===== src/hw/rtl/word_packet_deframer_unit_macros.svh =====
// ----------------------------------------------------------------------------
// Word packet deframer assertion macros
// Concurrent assertion helpers shared by the deframer RTL. They expand to
// nothing in synthesis builds.
// ----------------------------------------------------------------------------
`ifndef WORD_PACKET_DEFRAMER_UNIT_MACROS_SVH
`define WORD_PACKET_DEFRAMER_UNIT_MACROS_SVH

`ifndef SYNTHESIS
// Check that a property holds on every rising clock edge outside reset
`define WPD_ASSERT(lbl, clk, rstn, prop) \
  lbl: assert property (@(posedge clk) disable iff (!rstn) (prop)) \
    else $error("deframer property violated");
// Check that an expression is never true outside reset
`define WPD_ASSERT_NEVER(lbl, clk, rstn, expr) \
  lbl: assert property (@(posedge clk) disable iff (!rstn) !(expr)) \
    else $error("deframer forbidden condition seen");
`else
`define WPD_ASSERT(lbl, clk, rstn, prop)
`define WPD_ASSERT_NEVER(lbl, clk, rstn, expr)
`endif

`endif


===== src/hw/rtl/wpd_pkg.sv =====
// ----------------------------------------------------------------------------
// Word packet deframer package
// Phase codes, header layout constants, the per-beat result record and the
// clamp helper shared by the deframer modules.
// ----------------------------------------------------------------------------
package wpd_pkg;

  // Parse phase; the code doubles as the byte kind reported per beat
  typedef enum logic [1:0] {
    PH_HEADER  = 2'd0,
    PH_LENGTH  = 2'd1,
    PH_CONTENT = 2'd2,
    PH_TERM    = 2'd3
  } wpd_phase_e;

  // Header byte positions (zero based) that close each header field
  localparam logic [3:0] HDR_SEQ_LAST  = 4'd3;
  localparam logic [3:0] HDR_SIZE_LAST = 4'd7;
  localparam logic [3:0] HDR_LAST      = 4'd11;

  // Last byte of a 4-byte word length
  localparam logic [1:0] FIELD_LAST = 2'd3;

  // Sequence word layout
  localparam int unsigned FLAG_SERVER_BIT   = 31;
  localparam int unsigned FLAG_RESPONSE_BIT = 30;
  localparam logic [29:0] SEQ_MASK          = 30'h3FFF_FFFF;

  // One labeled beat as it leaves the block
  typedef struct packed {
    logic [1:0]         byte_kind;
    logic [7:0]         out_byte;
    logic [30:0]        word_index;
    logic [30:0]        offset_in_word;
    logic               header_done;
    logic               from_server;
    logic               is_response;
    logic [29:0]        sequence_number;
    logic signed [31:0] packet_size;
    logic [30:0]        word_total;
    logic [30:0]        word_length;
    logic               packet_end;
  } wpd_result_t;

  // Treat a negative 32-bit count or length as zero
  function automatic logic [30:0] clamp_nonneg(input logic [31:0] w);
    return w[31] ? 31'd0 : w[30:0];
  endfunction

endpackage


===== src/hw/rtl/word_packet_deframer_unit.sv =====
// ----------------------------------------------------------------------------
// Word packet deframer
// Labels a packet byte stream one beat per byte: a 12-byte little-endian
// header (sequence word, size word, word count) followed by words made of a
// 4-byte length, the content bytes and a terminator byte. Every input beat
// yields exactly one result beat in the cycle after it is taken, and a new byte
// is taken in every cycle as long as the result register is free or
// draining; the parse state update and labeling of a byte fit in the single
// combinational pass in front of that register. Negative counts and lengths
// count as zero, and the size word is reported only.
// ----------------------------------------------------------------------------
`include "word_packet_deframer_unit_macros.svh"

module word_packet_deframer_unit (
  input  logic               clk_i,
  input  logic               rst_ni,
  input  logic               in_valid_i,
  output logic               in_stall_o,
  input  logic [7:0]         in_byte_i,
  output logic               out_valid_o,
  input  logic               out_stall_i,
  output logic [1:0]         byte_kind_o,
  output logic [7:0]         out_byte_o,
  output logic [30:0]        word_index_o,
  output logic [30:0]        offset_in_word_o,
  output logic               header_done_o,
  output logic               from_server_o,
  output logic               is_response_o,
  output logic [29:0]        sequence_number_o,
  output logic signed [31:0] packet_size_o,
  output logic [30:0]        word_total_o,
  output logic [30:0]        word_length_o,
  output logic               packet_end_o
);
  import wpd_pkg::*;

  logic        fire;
  wpd_result_t core_res;
  wpd_result_t out_res;

  // Accept a beat when offered and not held
  assign fire = in_valid_i && !in_stall_o;

  wpd_core u_core (
    .clk_i     (clk_i),
    .rst_ni    (rst_ni),
    .fire_i    (fire),
    .in_byte_i (in_byte_i),
    .res_o     (core_res)
  );

  wpd_out_stage u_out (
    .clk_i       (clk_i),
    .rst_ni      (rst_ni),
    .load_i      (fire),
    .res_i       (core_res),
    .out_stall_i (out_stall_i),
    .out_valid_o (out_valid_o),
    .in_stall_o  (in_stall_o),
    .res_o       (out_res)
  );

  // Unpack the result beat onto the ports
  assign byte_kind_o       = out_res.byte_kind;
  assign out_byte_o        = out_res.out_byte;
  assign word_index_o      = out_res.word_index;
  assign offset_in_word_o  = out_res.offset_in_word;
  assign header_done_o     = out_res.header_done;
  assign from_server_o     = out_res.from_server;
  assign is_response_o     = out_res.is_response;
  assign sequence_number_o = out_res.sequence_number;
  assign packet_size_o     = out_res.packet_size;
  assign word_total_o      = out_res.word_total;
  assign word_length_o     = out_res.word_length;
  assign packet_end_o      = out_res.packet_end;

  // Header completion is only flagged on a header byte
  `WPD_ASSERT(a_hdone_on_header, clk_i, rst_ni, out_valid_o && header_done_o |-> byte_kind_o == PH_HEADER)
  // Offsets are only nonzero on content bytes
  `WPD_ASSERT(a_offset_content, clk_i, rst_ni, out_valid_o && byte_kind_o != PH_CONTENT |-> offset_in_word_o == 31'd0)
  // A packet never ends on a length or content byte
  `WPD_ASSERT_NEVER(a_end_kind, clk_i, rst_ni, out_valid_o && packet_end_o && (byte_kind_o == PH_LENGTH || byte_kind_o == PH_CONTENT))
  // Header fields stay blank until the header is complete
  `WPD_ASSERT(a_hdr_blank, clk_i, rst_ni, out_valid_o && byte_kind_o == PH_HEADER && !header_done_o |-> sequence_number_o == 30'd0 && word_total_o == 31'd0 && !packet_end_o)

endmodule


===== src/hw/rtl/wpd_core.sv =====
// ----------------------------------------------------------------------------
// Word packet deframer parse core
// Holds the parse state and labels the incoming byte in one pass of
// combinational logic; state advances on each accepted beat.
// ----------------------------------------------------------------------------
module wpd_core (
  input  logic                clk_i,
  input  logic                rst_ni,
  input  logic                fire_i,
  input  logic [7:0]          in_byte_i,
  output wpd_pkg::wpd_result_t res_o
);
  import wpd_pkg::*;

  wpd_phase_e  phase_q, phase_d;
  logic [1:0]  fbc_q, fbc_d;
  logic [3:0]  hbc_q, hbc_d;
  logic [31:0] assemble_q, assemble_d;
  logic [31:0] fas_q, fas_d;
  logic [31:0] size_q, size_d;
  logic [30:0] count_q, count_d;
  logic [30:0] cw_q, cw_d;
  logic [30:0] cl_q, cl_d;
  logic [30:0] cp_q, cp_d;

  logic [31:0] asm_shift;
  logic [30:0] asm_clamped;
  logic [31:0] next_word_cnt;
  logic        show_header;

  // Shift the new byte in at the top (little-endian assembly)
  assign asm_shift     = {in_byte_i, assemble_q[31:8]};
  assign asm_clamped   = clamp_nonneg(asm_shift);
  assign next_word_cnt = {1'b0, cw_q} + 32'd1;

  // Next state and per-beat labels
  always_comb begin
    phase_d    = phase_q;
    fbc_d      = fbc_q;
    hbc_d      = hbc_q;
    assemble_d = assemble_q;
    fas_d      = fas_q;
    size_d     = size_q;
    count_d    = count_q;
    cw_d       = cw_q;
    cl_d       = cl_q;
    cp_d       = cp_q;
    show_header = 1'b1;

    res_o                = '0;
    res_o.byte_kind      = phase_q;
    res_o.out_byte       = in_byte_i;

    case (phase_q)
      PH_HEADER: begin
        assemble_d = asm_shift;
        if (hbc_q == HDR_SEQ_LAST) begin
          fas_d = asm_shift;
        end else if (hbc_q == HDR_SIZE_LAST) begin
          size_d = asm_shift;
        end
        if (hbc_q >= HDR_LAST) begin
          count_d = asm_clamped;
          res_o.header_done = 1'b1;
          hbc_d = '0;
          cw_d  = '0;
          fbc_d = '0;
          if (asm_clamped == 31'd0) begin
            res_o.packet_end = 1'b1;
            phase_d = PH_HEADER;
          end else begin
            phase_d = PH_LENGTH;
          end
        end else begin
          hbc_d = hbc_q + 4'd1;
          show_header = 1'b0;
        end
      end
      PH_LENGTH: begin
        res_o.word_index = cw_q;
        assemble_d = asm_shift;
        if (fbc_q == FIELD_LAST) begin
          cl_d = asm_clamped;
          res_o.word_length = asm_clamped;
          fbc_d = '0;
          cp_d  = '0;
          phase_d = (asm_clamped == 31'd0) ? PH_TERM : PH_CONTENT;
        end else begin
          fbc_d = fbc_q + 2'd1;
        end
      end
      PH_CONTENT: begin
        res_o.word_index     = cw_q;
        res_o.word_length    = cl_q;
        res_o.offset_in_word = cp_q;
        cp_d = cp_q + 31'd1;
        if (cp_d >= cl_q) begin
          phase_d = PH_TERM;
        end
      end
      PH_TERM: begin
        res_o.word_index  = cw_q;
        res_o.word_length = cl_q;
        if (next_word_cnt >= {1'b0, count_q}) begin
          res_o.packet_end = 1'b1;
          phase_d = PH_HEADER;
          hbc_d   = '0;
          cw_d    = '0;
        end else begin
          cw_d    = next_word_cnt[30:0];
          phase_d = PH_LENGTH;
        end
        fbc_d = '0;
      end
      default: begin
        phase_d = PH_HEADER;
      end
    endcase

    // Header fields read zero until the header is complete
    if (show_header) begin
      res_o.from_server     = fas_d[FLAG_SERVER_BIT];
      res_o.is_response     = fas_d[FLAG_RESPONSE_BIT];
      res_o.sequence_number = fas_d[29:0] & SEQ_MASK;
      res_o.packet_size     = $signed(size_d);
      res_o.word_total      = count_d;
    end
  end

  // Advance parse state on each accepted beat
  always_ff @(posedge clk_i or negedge rst_ni) begin
    if (!rst_ni) begin
      phase_q    <= PH_HEADER;
      fbc_q      <= '0;
      hbc_q      <= '0;
      assemble_q <= '0;
      fas_q      <= '0;
      size_q     <= '0;
      count_q    <= '0;
      cw_q       <= '0;
      cl_q       <= '0;
      cp_q       <= '0;
    end else if (fire_i) begin
      phase_q    <= phase_d;
      fbc_q      <= fbc_d;
      hbc_q      <= hbc_d;
      assemble_q <= assemble_d;
      fas_q      <= fas_d;
      size_q     <= size_d;
      count_q    <= count_d;
      cw_q       <= cw_d;
      cl_q       <= cl_d;
      cp_q       <= cp_d;
    end
  end

endmodule


===== src/hw/rtl/wpd_out_stage.sv =====
// ----------------------------------------------------------------------------
// Word packet deframer output stage
// Result register with valid/stall handshake; takes a new beat whenever it is
// empty or its current beat is leaving in the same cycle.
// ----------------------------------------------------------------------------
module wpd_out_stage (
  input  logic                 clk_i,
  input  logic                 rst_ni,
  input  logic                 load_i,
  input  wpd_pkg::wpd_result_t res_i,
  input  logic                 out_stall_i,
  output logic                 out_valid_o,
  output logic                 in_stall_o,
  output wpd_pkg::wpd_result_t res_o
);
  import wpd_pkg::*;

  logic        out_valid_q, out_valid_d;
  wpd_result_t res_q;

  // Hold upstream only while a result is waiting and downstream stalls
  assign in_stall_o = out_valid_q && out_stall_i;

  always_comb begin
    out_valid_d = out_valid_q;
    if (load_i) begin
      out_valid_d = 1'b1;
    end else if (!out_stall_i) begin
      out_valid_d = 1'b0;
    end
  end

  // Valid flag
  always_ff @(posedge clk_i or negedge rst_ni) begin
    if (!rst_ni) begin
      out_valid_q <= 1'b0;
    end else begin
      out_valid_q <= out_valid_d;
    end
  end

  // Result payload, loaded with each accepted beat
  always_ff @(posedge clk_i) begin
    if (load_i) begin
      res_q <= res_i;
    end
  end

  assign out_valid_o = out_valid_q;
  assign res_o       = res_q;

endmodule

===== config.mk =====
export PLATFORM = sky130hd
export DESIGN_NAME = word_packet_deframer_unit
export DESIGN_NICKNAME = d
export VERILOG_FILES = /design/src/hw/rtl/wpd_pkg.sv /design/src/hw/rtl/word_packet_deframer_unit.sv /design/src/hw/rtl/wpd_core.sv /design/src/hw/rtl/wpd_out_stage.sv
export VERILOG_INCLUDE_DIRS = /design/src /design/src/hw/rtl
export SDC_FILE = /design/constraint.sdc
export NUM_CORES = 1
export LEC_CHECK = 0
export ABC_CLOCK_PERIOD_IN_PS = 11600
export BUFFER_PORTS_ARGS = -buffer_cell sky130_fd_sc_hd__buf_2
export CAP_MARGIN = 20
export CORE_MARGIN = 4
export CORE_UTILIZATION = 45
export CTS_BUF_LIST = sky130_fd_sc_hd__clkbuf_8
export DETAILED_ROUTE_END_ITERATION = 12
export GPL_TIMING_DRIVEN = 0
export PLACE_DENSITY = 0.71
export SLEW_MARGIN = 20
export SYNTH_ARGS = -nofsm -noshare
export SYNTH_HDL_FRONTEND = slang
export SYNTH_SLANG_ARGS = --single-unit

===== constraint.sdc =====
create_clock -name clk_i -period 11.6 [get_ports clk_i]
set_input_delay 1.74 -clock clk_i [delete_from_list [all_inputs] [get_ports clk_i]]
set_output_delay 1.74 -clock clk_i [all_outputs]
set_load 0.03 [all_outputs]

==> impl.org, run 1 <==
** Die
- Initial Utilization :: 0.454
- The floorplan step defined a core boundary enclosing approximately 43,000 µm².
- Number of top-level pins :: 214
- Placement Rows :: 76
- Overall die area :: roughly 47,000 µm²
- Measured along the x axis, the die boundary spans 216 µm.
- In this run the vertical extent of the chip is about 220 µm.

** Setup path
- The largest single stage delay on the critical path is between 0.6 and 0.7 ns.
- Kind of end point of the critical path :: flip-flop
- STA puts the critical path data arrival time at 5.19 ns.
- Traced cell by cell, the critical path runs through ha_1, nand3_1, nor2_2, nand4_2, or3_1, xnor2_1, ha_1, nand3_1, or4_1, nor3_2, o21ai_1, buf_2, a31oi_1, o22ai_1.
- Crit start category :: flip-flop
- Critical Path Slowest Stage Cell :: or4_1
- Data required time of the worst path :: around 12 ns
- Together, buffers and inverters on the worst path number 1.
- In this run the worst path has a maximum fanout of 10.
- Critical path class :: reg -> reg
- Dominant delay contributor by cell family on the critical path :: simple AND/OR/NAND/NOR gates

** Clocking
- After clock tree synthesis, the clock-pin slew on the worst setup and hold paths is approximately 0.060 ns.
- At the later pin of the worst-skew pair, clock insertion delay measures about 0.65 ns.
- Quantity of hold-fixing buffers added after cts :: 0
- The clock net in this run drives a total of around 420 sinks.
- Library cell used as clock root buffer :: clkbuf_8
- Number of setup buffers added after CTS :: 0
- TritonCTS built the clock tree.
- Maximum root-to-sink buffer count :: 3
- Total CTS buffers :: 70
- Count of cells resized by post-cts repair :: 0
- Number of H-tree branching levels :: 3

** Timing
- Setup violations remaining at the end of the flow were counted as 0.
- For the pin with the worst max-slew slack, the measured transition is around 0.90 ns.
- The hold violation total from the final report came to 0.
- Measured against its own limit, the worst slew margin works out to 0.395.
- In the finished design, the share of the clock period the worst path needs comes to 0.405.
- Timing-limited maximum frequency :: approximately 0.21 GHz
- Crit path time final :: 4.69 ns
- Final Worst Setup Slack :: 6.91 ns
- Worst hold slack :: about 0.49 ns
- For the final database, setup skew stands at slightly above 0.04 ns.
- Final slew viol count :: 0
- Unrepaired setup endpoints after global routing :: no

** Place
- Including well taps, the total number of placed cells is around 2,500.
- OpenSTA, run right after detailed placement, puts the worst setup slack at approximately 7.0 ns.
- Once detailed placement completed, the half-perimeter wirelength came to ~40 mm.
- During placement, the flow inserted port buffers numbering around 210.
- The congestion estimate from routability-driven global placement came to approximately 0.94.

** Logic synthesis
- Yosys attributes the largest share of cell area to edfxtp_1, dfrtp_1, mux2_2.
- Most used DFF post-synth :: dfrtp_1
- In this run the mean area of a mapped cell was approximately 11 µm².
- The cell count after synthesis came out at between 1,500 and 2,000.
- Share of async-settable or async-resettable flops after synthesis :: 0.525
- Post-synthesis cell area :: 19,500 µm²
- Area fraction of the dominant cell type after synthesis :: 0.308
- Post-synthesis cell type count :: about 60
- The commonest cells after synthesis are dfrtp_1, edfxtp_1, nand2_1, o21ai_0, and2_1.
- Share of synthesized area occupied by flip-flops and latches :: 0.591
- For this run, the number of Yosys warnings is 0.
- In this run, synthesis inferred 200 flip-flops with an integrated enable.
- Most common cell in the synthesized netlist :: dfrtp_1
- The number of nets in the synthesized netlist is ~1,800.
- The biggest area contributor in the post-synthesis netlist is edfxtp_1.
- After synthesis the netlist holds a flip-flop and latch count of between 400 and 500.

** Detailed routing
- Drt first-iter violations :: 1,096
- 1st-pass router iterations :: 6
- Total routed wirelength :: between 50 and 60 mm
- Vias after detailed routing :: ~14,000
- Average vias per placed instance :: 5.46
- Routed wirelength normalized by instance count :: ~21 µm
- The detail route stage leaves a number of antenna-violating nets equal to 0.
- Residual DRC :: 0

** Flow run
- Max-cap violations in this run came to 0.

** Pwr
- IR analysis of the VDD net gives a maximum drop of 0.106 mV.
- Overall power :: around 4700 µW
- The analysis attributes to cell leakage a power of roughly 0.01 µW.
- Cell Pwr Density :: 204 nW/µm²

** GRT
- Initial antenna violation count :: 0
- Wire length of the first global-routing pass :: approximately 85 mm
- Maximum number of pins on one net before global-route repair :: 99
- Vias in the first global route :: around 15,000
- The total overflow left after global routing is 0.
- Across every metal layer, demand over resource in global routing totals 0.233.

** Cells and area
- # diodes :: 0
- Filler-free cell count of the finished design :: between 2,000 and 3,000
- Ratio of cells with drive above 1 in the final layout :: 0.211
- The area growth from synthesis to layout is 17.1%.
- Nets :: between 2,000 and 2,500

** Status
- The flow ran to the end, and the final reports show no timing, DRC or antenna violations.

** Min path
- Class of the tightest hold or removal check :: reg -> reg
-- per-layer routing --
metal  vias to the layer above  track usage  part of all wire
li1                       6628            -                 -
met1                      7118        0.309              0.42
met2                       584        0.374              0.47
met3                       128       0.0463             0.075
met4                         0        0.106             0.041
met5                         -            0                 0
-- layout make-up --
class	instances	area, µm²
buffer	97	393
clock buffer	80	1100
clock inverter	49	280
fill	3823	20100
inverter	97	364
multi-input combinational	1102	7240
sequential	421	11500
tap	585	732
timing repair buffer	218	1210
-- cell usage in the layout, fill, tap and decap left out, types with 16 or more instances in the layout --
cell	Yosys	final
dfrtp_1	221	221
buf_2	7	219
edfxtp_1	200	200
nand2_1	166	166
o21ai_0	123	123
inv_1	96	122
and2_1	99	99
mux2_2	91	91
nand3_1	88	88
clkbuf_8	0	80
clkbuf_1	78	77
ha_1	71	71
nor2_1	67	67
nor2b_1	55	55
nand2b_1	49	49
xnor2_1	34	34
a22oi_1	33	33
a21oi_1	30	30
nand4_1	24	24
o31ai_1	16	16
-- flip-flops by register name, indices dropped and copies added, names as in the netlist --
name and count:
u_out.res_o 200, u_core.fas_q 32, u_core.size_q 32, u_core.cl_q 31, u_core.count_q 31, u_core.cp_q 31, u_core.cw_q 31, u_core.assemble_q 24
u_core.hbc_q 4, u_core.fbc_q 2, u_core.phase_q 2, u_out.out_valid_o 1
-- stage by stage --
step,cell area (µm²),util,TNS [ns]
detailed placement,21500,0.500,0
floorplan,19500,-,0
CTS,22900,0.532,0
global route,22900,0.532,0
global placement,21300,0.496,-52.09
finish,22900,0.532,0
-- worst paths after layout --
check	startpoint	to	slack [ns]	cells after the start
min reg2reg	u_core.count_q[19]$_DFFE_PN0P_	u_core.count_q[19]$_DFFE_PN0P_	0.49	2
max in group asynchronous	rst_ni	u_core.size_q[26]$_DFFE_PN0P_	9.33	3
max reg2reg	u_core.cw_q[0]$_DFFE_PN0P_	u_core.cw_q[14]$_DFFE_PN0P_	6.91	14
min	u_core.count_q[19]$_DFFE_PN0P_	u_core.count_q[19]$_DFFE_PN0P_	0.49	2
max	u_core.cw_q[0]$_DFFE_PN0P_	u_core.cw_q[14]$_DFFE_PN0P_	6.91	14
min in group asynchronous	rst_ni	u_core.cw_q[7]$_DFFE_PN0P_	1.03	1
-- power breakdown --
group	switching [µW]	internal, µW	total [µW]
Sequential	232	1820	2050
Clock	617	682	1300
Combinational	894	408	1300
Total	1740	2910	4650
-- worst reg2reg max path, stage by stage, from the launching register on --
cell and delay (ns):
dfrtp_1 0.48, ha_1 0.28, nand3_1 0.28, nor2_2 0.39, nand4_2 0.26, or3_1 0.50
xnor2_1 0.16, ha_1 0.30, nand3_1 0.10, or4_1 0.61, nor3_2 0.20, o21ai_1 0.33
buf_2 0.35, a31oi_1 0.22, o22ai_1 0.11
-- cells by family (layout without fill, tap and decap cells) --
family | count (synthesis) | count (layout) | synth area share
and+or+nand+nor | 613 | 613 | 0.165
DFF | 421 | 421 | 0.591
AOI/OAI and AO/OA | 278 | 278 | 0.0853
buffers and inverters | 194 | 541 | 0.0386
muxes | 91 | 91 | 0.0525
adders and majority gates | 71 | 71 | 0.0455
xor gates and xnor gates | 49 | 49 | 0.0224
No activity file was read; power rests on OpenSTA's default activity.
==> inputs of run 2 (changes only) <==
--- a/config.mk
+++ b/config.mk
@@ -6,7 +6,7 @@
 export SDC_FILE = /design/constraint.sdc
 export NUM_CORES = 1
 export LEC_CHECK = 0
-export ABC_CLOCK_PERIOD_IN_PS = 11600
+export ABC_CLOCK_PERIOD_IN_PS = 3920
 export BUFFER_PORTS_ARGS = -buffer_cell sky130_fd_sc_hd__buf_2
 export CAP_MARGIN = 20
 export CORE_MARGIN = 4
@@ -14,7 +14,7 @@
 export CTS_BUF_LIST = sky130_fd_sc_hd__clkbuf_8
 export DETAILED_ROUTE_END_ITERATION = 12
 export GPL_TIMING_DRIVEN = 0
-export PLACE_DENSITY = 0.71
+export PLACE_DENSITY = 0.73
 export SLEW_MARGIN = 20
 export SYNTH_ARGS = -nofsm -noshare
 export SYNTH_HDL_FRONTEND = slang
==> constraint.sdc (replaced) <==
create_clock -name clk_i -period 3.92 [get_ports clk_i]
set_input_delay 0.588 -clock clk_i [delete_from_list [all_inputs] [get_ports clk_i]]
set_output_delay 0.588 -clock clk_i [all_outputs]
set_load 0.03 [all_outputs]
==> impl.org, run 2 (synthesis gave the netlist of run 1 again) <==
** Pwr
- The relative contribution of sequential cells to total power was 0.431 (-0.010).
- The total net switching power came to 5270 µW (+200%).
- Cell Pwr Density :: 607 nW/µm² (+200%)
- The part of the power in the clock network came to 0.292 (+0.013).
- The total power after layout came to 14,100 µW (+200%).
- The combinational cell fraction of total power came to 0.277 (-0.003).
- The standby leakage power was 0.0102 µW (+1.4%).
- The share of total power consumed by net switching was 0.373 (-0.00187).
- Internal power of the cells :: 8870 µW (+200%)
- The peak supply drop was 0.353 mV (+230%).

** Detailed routing
- The vias after detailed routing is 14,611 (+1.1%).
- 1st-pass router iterations :: 6 (unchanged)
- Average vias per placed instance :: 5.47 (+0.23%)
- The wire length reported by the detailed router came to 54.8 mm (about the same).
- The antenna violation net count after detailed routing was 0 (unchanged).
- The detailed-route wire length per cell came to 20.5 µm (-0.74%).
- Residual DRC :: 0 (unchanged)
- The DRC violation total after the first TritonRoute iteration came to 1,312 (+20%).

** Cells and area
- Leading cell type in the layout, fill and taps excluded :: buf_2
- Flip-flop count of the largest register after layout :: 200 (unchanged)
- In the layout the commonest cells are buf_2, dfrtp_1, edfxtp_1.
- The area growth from synthesis to layout is 19.2%.
- Area taken by flip-flops and latches :: 11,500 µm² (about the same)
- Ratio of cells with drive above 1 in the final layout :: 0.234 (+0.0232)
- Fill cells :: 3,704 (-3.1%)
- # diodes :: 0 (unchanged)
- Filler-free cell count of the finished design :: 2,671 (+0.83%)
- The area of the multi-input gates was 7400 µm² (+2.3%).
- Nets :: 2,108 (+0.86%)

** GRT
- The overall routing resource usage came to 0.232 (-0.00164).
- The maximum number of pins on one net before global-route repair was 116 (+17%).
- The initial antenna violation count came to 1 (+1).
- The via count of the first global-routing pass was 14,718 (-0.10%).
- The wire length of the first global-routing pass was 84.1 mm (-0.55%).
- Overall overflow remaining after global route :: 0 (unchanged)

** Setup path
- Dominant delay contributor by cell family on the critical path :: simple AND/OR/NAND/NOR gates
- Register-to-register setup slack :: 0.09 ns (-6.82 ns)
- Crit start category :: flip-flop
- Kind of end point of the critical path :: flip-flop
- The worst register-to-register path ends at u_core.cw_q[14]$_DFFE_PN0P_.
- Reg-to-reg startpoint :: u_core.cw_q[7]$_DFFE_PN0P_
- Crit path largest cell delay :: 0.48 ns (-0.13 ns)
- Crit. path cell count :: 17 (+3)
- Worst path bufs/invs :: 5 (+4)
- Walking the worst path, the cells encountered are nand4_1, buf_4, buf_4, nor3_4, and3_4, nand3_1, xor2_2, inv_1, ha_1, nand4_1, or4_4, o21a_1, o2111a_1, buf_4, buf_6, a31oi_1, o22ai_1.
- Data required time of the worst path :: 4.42 ns (-7.68 ns)
- CP Capture Point :: u_core.cw_q[14]$_DFFE_PN0P_
- The biggest fanout along the worst timing path came to 10 (unchanged).
- Number of cells traversed by the worst register-to-register path :: 17 (+3)
- Startpoint of the most critical setup path :: u_core.cw_q[7]$_DFFE_PN0P_
- Critical Path Slowest Stage Cell :: or4_4
- Critical path class :: reg -> reg
- Arrival time at the worst endpoint :: 4.33 ns (-0.86 ns)
- In this design, the critical path's most frequently occurring cell is buf_4.

** Place
- Dpl cells :: 2,518 (-0.079%)
- The global placement routability congestion was 0.947 (+0.93%).
- Sum of net half-perimeters after detailed placement :: 38.9 mm (-1.2%)
- Worst setup slack before clock tree synthesis :: -0.677 ns (-7.70 ns)
- The count of port buffers added during placement is 213 (unchanged).

** Timing
- The final critical-path required period was 3.83 ns (-0.863 ns).
- The total of endpoints with negative setup slack in the final report came to 0 (unchanged).
- The worst clock skew on the final layout came to 0.0476 ns (+0.00651 ns).
- The minimum hold slack was 0.173 ns (-0.320 ns).
- The maximum achievable frequency came to 0.261 GHz (+23%).
- The hold violation total from the final report was 0 (unchanged).
- The slew at the pin with the worst max-slew slack came to 0.884 ns (-0.0195 ns).
- The number of pins with negative max-slew slack in the final report is 0 (unchanged).
- Max-Slew Margin vs Limit :: 0.408 (+0.0130)
- Setup TNS after final layout :: 0 ns (unchanged)
- Final Worst Setup Slack :: 0.0888 ns (-6.82 ns)
- Final worst-path cycle share :: 0.977 (+0.573)

** Clocking
- Library cell used as clock root buffer :: clkbuf_8
- The depth of the CTS H-tree came to 3 (unchanged).
- Clk sink count :: 421 (unchanged)
- The clock transition at the registers of the reported paths was 0.06 ns (about the same).
- Latest clock arrival within the worst-skew pair :: 0.65 ns (about the same)
- The CTS buffer count came to 73 (+4.3%).
- TritonCTS built the clock tree.
- Maximum root-to-sink buffer count :: 3 (unchanged)

** Die
- The die height came to 216 µm (unchanged).
- The number of I/O pins is 214 (unchanged).
- Overall die area :: 46,800 µm² (unchanged)
- Chip Width :: 216 µm (unchanged)
- Floorplan core area :: 43,000 µm² (unchanged)
- Initial Utilization :: 0.454 (unchanged)
- The number of placement rows was 76 (unchanged).

** Min path
- The path class of the tightest hold or removal check is in -> reg.

** Flow run
- Max Cap Viol :: 0 (unchanged)

** Status
- Status :: completed
## run 2: metal layers
| metal | share of wire | wire (µm) | vias up | GRT usage |
|---|---|---|---|---|
| met4 | 0.035 | 1900 | 2 | 0.0913 |
| met1 | 0.41 | 22700 | 7196 | 0.307 |
| li1 | - | - | 6675 | - |
| met5 | 0.00024 | 13 | - | 0 |
| met2 | 0.47 | 25900 | 622 | 0.372 |
| met3 | 0.078 | 4300 | 116 | 0.0540 |
## run 2: power by group through the flow
stage	sequential (µW)	combinational [µW]	clock, µW
5_1_grt	6160	4310	4430
3_3_place_gp	6110	3680	0
2_1_floorplan	6230	2200	0
3_5_place_dp	6130	3800	0
4_1_cts	6060	3840	4220
6_report	6090	3920	4120
## run 2: through the flow
stage,cell area (µm²),util
2_1_floorplan,19500,-
3_3_place_gp,21300,0.496
3_5_place_dp,21400,0.499
4_1_cts,23100,0.537
5_1_grt,23300,0.541
6_report,23300,0.541
## run 2: how the worst min path moves through the flow
stage	from	end	slack [ns]	cells past startpoint
4_1_cts	in_valid_i	u_out.out_valid_o$_DFFE_PN0P_	0.11	2
6_report	in_valid_i	u_out.out_valid_o$_DFFE_PN0P_	0.17	2
5_1_grt	in_valid_i	u_out.out_valid_o$_DFFE_PN0P_	0.14	2
3_5_place_dp	u_core.count_q[24]$_DFFE_PN0P_	u_core.count_q[24]$_DFFE_PN0P_	0.47	2
2_1_floorplan	rst_ni	u_core.assemble_q[10]$_DFFE_PN0P_	0.29	0
3_3_place_gp	u_core.count_q[25]$_DFFE_PN0P_	u_core.count_q[25]$_DFFE_PN0P_	0.47	2
## run 2: layout make-up
type | count | area share
flip-flops and latches | 421 | 0.496
repair buffers | 233 | 0.0554
multi-input cells | 1102 | 0.318
clock inverters | 53 | 0.0162
clock buffers | 83 | 0.0491
inverters | 97 | 0.0156
plain buffers | 97 | 0.0181
well taps | 585 | 0.0314
## run 2: repair_timing
action                                  4_1_cts  5_1_grt
pin swaps                                     4       11
gates resized for setup                      18       24
setup buffers                                 5       11
endpoints found under the hold margin        75        0
endpoints found under the setup margin       38       38
cloned                                        0        0
hold buffers                                  1        0
==> inputs of run 3 (changes only) <==
--- a/config.mk
+++ b/config.mk
@@ -18,4 +18,5 @@
 export SLEW_MARGIN = 20
 export SYNTH_ARGS = -nofsm -noshare
 export SYNTH_HDL_FRONTEND = slang
+export SYNTH_HIERARCHICAL = 1
 export SYNTH_SLANG_ARGS = --single-unit
==> impl.org, run 3 <==
** Status
- The flow ran to the end, and the final reports show no timing, DRC or antenna violations.

** Die
- Floorplan core area :: 42,000 µm² (-2.2%)
- The number of I/O pins was 214 (unchanged).
- The number of placement rows came to 75 (-1.3%).
- The area enclosed by the die boundary is 46,000 µm² (-1.7%).
- The initial core utilization came to 0.456 (+0.00204).
- The overall die width is 214 µm (-0.85%).
- The die height was 214 µm (-0.85%).

** Detailed routing
- Number of nets with antenna violations after detailed routing :: 0 (unchanged)
- Drt first-iter violations :: 1,156 (-12%)
- The detailed-route wire length per cell was 20.2 µm (-1.4%).
- The count of TritonRoute iterations in the first routing pass was 6 (unchanged).
- Average vias per placed instance :: 5.49 (+0.41%)
- Residual DRC :: 0 (unchanged)
- The vias after detailed routing was 14,165 (-3.1%).
- Total routed wirelength :: 52.2 mm (-4.8%)

** Logic synthesis
- Share of async-settable or async-resettable flops after synthesis :: 0.525 (unchanged)
- The commonest cells after synthesis are dfrtp_1, edfxtp_1, nand2_1, o21ai_0, nor2_1.
- The Yosys warning count came to 6 (+6).
- Area fraction of the dominant cell type after synthesis :: 0.313 (+0.00548)
- Most common cell in the synthesized netlist :: dfrtp_1
- The number of enable-type register cells in the synthesized netlist is 200 (unchanged).
- The combined area of all synthesized cells is 19,200 µm² (-1.7%).
- Mapped Nets :: 1,728 (-4.0%)
- Number of standard cells after synthesis :: 1,646 (-4.1%)
- The mean instance size in the synthesized netlist was 11.7 µm² (+2.5%).
- Total of flip-flops plus latches after synthesis :: 421 (unchanged)
- The most used flip-flop cell after synthesis is dfrtp_1.
- Post-synthesis cell type count :: 63 (+3.3%)
- The synthesized design spends more area on one cell type than any other, namely edfxtp_1.
- Ranked by total cell area, the synthesized netlist is headed by edfxtp_1, dfrtp_1, mux2_2.
- Share of synthesized area occupied by flip-flops and latches :: 0.601 (+0.0105)

** Clocking
- The clock transition at the registers of the reported paths is 0.06 ns (about the same).
- TritonCTS built the clock tree.
- Library cell used as clock root buffer :: clkbuf_8
- The number of clock sinks was 421 (unchanged).
- Latest clock arrival within the worst-skew pair :: 0.61 ns (-0.04 ns)
- Number of H-tree branching levels :: 3 (unchanged)
- The maximum clock insertion buffer count was 3 (unchanged).
- Total CTS buffers :: 69 (-5.5%)

** Cells and area
- The fraction of layout cells with a size suffix above 1 was 0.284 (+0.0494).
- Filler-free cell count of the finished design :: 2,579 (-3.4%)
- Nets :: 2,065 (-2.0%)
- The antenna cell count came to 0 (unchanged).
- Flip-flop count of the largest register after layout :: 200 (unchanged)
- Leaving out fill and tap cells, the most frequent cell in the layout is buf_2.
- In the layout the commonest cells are buf_2, dfrtp_1, edfxtp_1.
- Layout-stage area growth over the synthesis result :: 22.4%
- The post-layout utilization of the core came to 0.559 (+0.0172).

** Timing
- Timing-limited maximum frequency :: 0.256 GHz (-2.0%)
- The final critical-path share of the clock period was 0.997 (+0.0199).
- Clock Skews :: 0.0266 ns (-0.0210 ns)
- Final slew viol count :: 0 (unchanged)
- Final Hold Viols :: 0 (unchanged)
- The slew at the pin with the worst max-slew slack is 0.763 ns (-0.121 ns).
- Final setup violating endpoints :: 0 (unchanged)
- Unrepaired setup endpoints after global routing :: yes
- Max-Slew Margin vs Limit :: 0.491 (+0.0827)
- Crit path time final :: 3.91 ns (+0.0781 ns)

** Place
- Final RePlAce weighted congestion :: 0.904 (-4.6%)
- The post-placement cell count is 2,407 (-4.4%).
- Sum of net half-perimeters after detailed placement :: 36.9 mm (-5.1%)
- The count of port buffers added during placement came to 213 (unchanged).

** Setup path
- The worst setup path is captured at a flip-flop.
- The biggest fanout along the worst timing path was 5 (-5).
- The required arrival time at the worst endpoint was 4.41 ns (about the same).
- Dominant delay contributor by cell family on the critical path :: simple AND/OR/NAND/NOR gates
- Critical Path Slowest Stage Cell :: dfrtp_2
- The largest stage delay on the critical path came to 0.41 ns (-0.07 ns).
- The critical path is of the reg -> reg type.
- Most frequent cell on the critical path :: or3_4
- Crit start category :: flip-flop
- Ordered list of cells on the worst path :: ha_4, and3_4, nand3_4, or3_4, nor2_2, nand2_2, xnor2_2, ha_1, nand4_1, or3_4, or3_4, o41ai_4, nor2_1, o32a_1, o31ai_4, mux2_4
- The setup slack on the worst flop-to-flop path is 0.01 ns (-0.08 ns).
- Worst path bufs/invs :: 0 (-5)
- Arrival time at the worst endpoint :: 4.40 ns (+0.07 ns)

** GRT
- Maximum number of pins on one net before global-route repair :: 100 (-14%)
- The overall routing resource usage was 0.221 (-0.0106).
- Wire length of the first global-routing pass :: 80.4 mm (-4.4%)
- Overall overflow remaining after global route :: 0 (unchanged)
- The initial antenna violation count came to 1 (unchanged).
- Vias in the first global route :: 14,109 (-4.1%)

** Pwr
- Comb power frac :: 0.306 (+0.029)
- The internal portion of total power came to 9210 µW (+3.8%).
- The standby leakage power came to 0.0104 µW (+2.1%).
- Clock network fraction of total power :: 0.271 (-0.021)
- The peak supply drop came to 0.327 mV (-7.4%).
- Cell Pwr Density :: 616 nW/µm² (+1.4%)
- The relative contribution of sequential cells to total power is 0.423 (-0.008).
- Switching power of the nets :: 5260 µW (-0.19%)
- The total power after layout came to 14,500 µW (+2.3%).
- The share of total power consumed by net switching was 0.363 (-0.00923).

** Min path
- The min-delay analysis places its worst path in the category in -> reg.

** Flow run
- The number of maximum-capacitance violations came to 0 (unchanged).
-- run 3: worst reg2reg max path, delay by kind of cell, from the launching register on --
family	cells	cell delay (ns)
AND/OR/NAND/NOR	9	1.86
flip-flops	1	0.41
AO/OA/AOI/OAI	3	0.54
adder cells (fa/ha/maj)	2	0.47
multiplexers	1	0.34
XOR/XNOR	1	0.17
-- run 3: routing by layer --
metal | vias up | share of wire | global-route usage
met5 | - | 0.00025 | 0
met4 | 2 | 0.033 | 0.0802
met3 | 114 | 0.088 | 0.0616
met2 | 605 | 0.47 | 0.354
met1 | 7003 | 0.41 | 0.290
li1 | 6441 | - | -
-- run 3: layout make-up --
| class | count | area, µm² |
|---|---|---|
| plain buffers | 90 | 513 |
| clock buffers | 78 | 1070 |
| well taps | 539 | 674 |
| flip-flops and latches | 421 | 11600 |
| repair buffers | 271 | 1690 |
| inverters | 75 | 282 |
| multi-input cells | 1055 | 7350 |
| clock inverters | 50 | 354 |
| fillers | 3546 | 18600 |
-- run 3: logic make-up (layout without fill, tap and decap cells) --
| group | Yosys count | in the layout | share of synthesized area |
|---|---|---|---|
| and+or+nand+nor | 551 | 551 | 0.149 |
| DFF | 421 | 421 | 0.601 |
| AOI/OAI and AO/OA | 274 | 274 | 0.0831 |
| buffers and inverters | 170 | 564 | 0.0357 |
| muxes | 105 | 105 | 0.0607 |
| adders and majority gates | 70 | 70 | 0.0457 |
| xor gates and xnor gates | 55 | 55 | 0.0251 |
-- run 3: power by group through the flow --
stage | Sequential (µW) | Combinational, µW | Clock [µW]
after global placement | 6180 | 3800 | 0
final | 6120 | 4420 | 3930
after detailed placement | 6190 | 3950 | 0
after floorplan | 6420 | 2210 | 0
after global routing | 6190 | 4780 | 4270
after CTS | 6110 | 4200 | 4040
-- run 3: stage by stage --
stage	instance area (µm²)	setup TNS [ns]	hold slack, ns	worst slack [ns]
after global routing	23500	-0.307	0.176	-0.0823
final	23500	0	0.203	0.0107
after global placement	21100	-1242.15	0.461	-3.06
after floorplan	19300	-303.97	0.292	-1.47
after CTS	23100	0	0.155	0.00650
after detailed placement	21300	-48.07	0.470	-1.45
-- run 3: final timing paths --
| kind | startpoint | end | cells past startpoint |
|---|---|---|---|
| worst max-delay path | u_core/cp_q[0]$_DFFE_PN0P_ | u_core/phase_q[1]$_DFFE_PN0P_ | 16 |
| worst min-delay path | out_stall_i | u_out/out_valid_o$_DFFE_PN0P_ | 2 |
| worst max register to register | u_core/cp_q[0]$_DFFE_PN0P_ | u_core/phase_q[1]$_DFFE_PN0P_ | 16 |
| worst min register to register | u_core/count_q[16]$_DFFE_PN0P_ | u_core/count_q[16]$_DFFE_PN0P_ | 2 |
| max in group asynchronous | rst_ni | u_core/fas_q[8]$_DFFE_PN0P_ | 3 |
| min in group asynchronous | rst_ni | u_core/fas_q[14]$_DFFE_PN0P_ | 2 |
-- run 3: repair_timing --
action / CTS / global route
buffers inserted: 16 / 30
resized for setup: 55 / 35
endpoints found under the hold margin: 38 / 0
gates cloned: 0 / 2
setup endpoints to repair: 38 / 38
pin swaps: 17 / 19
hold buffers: 1 / 0
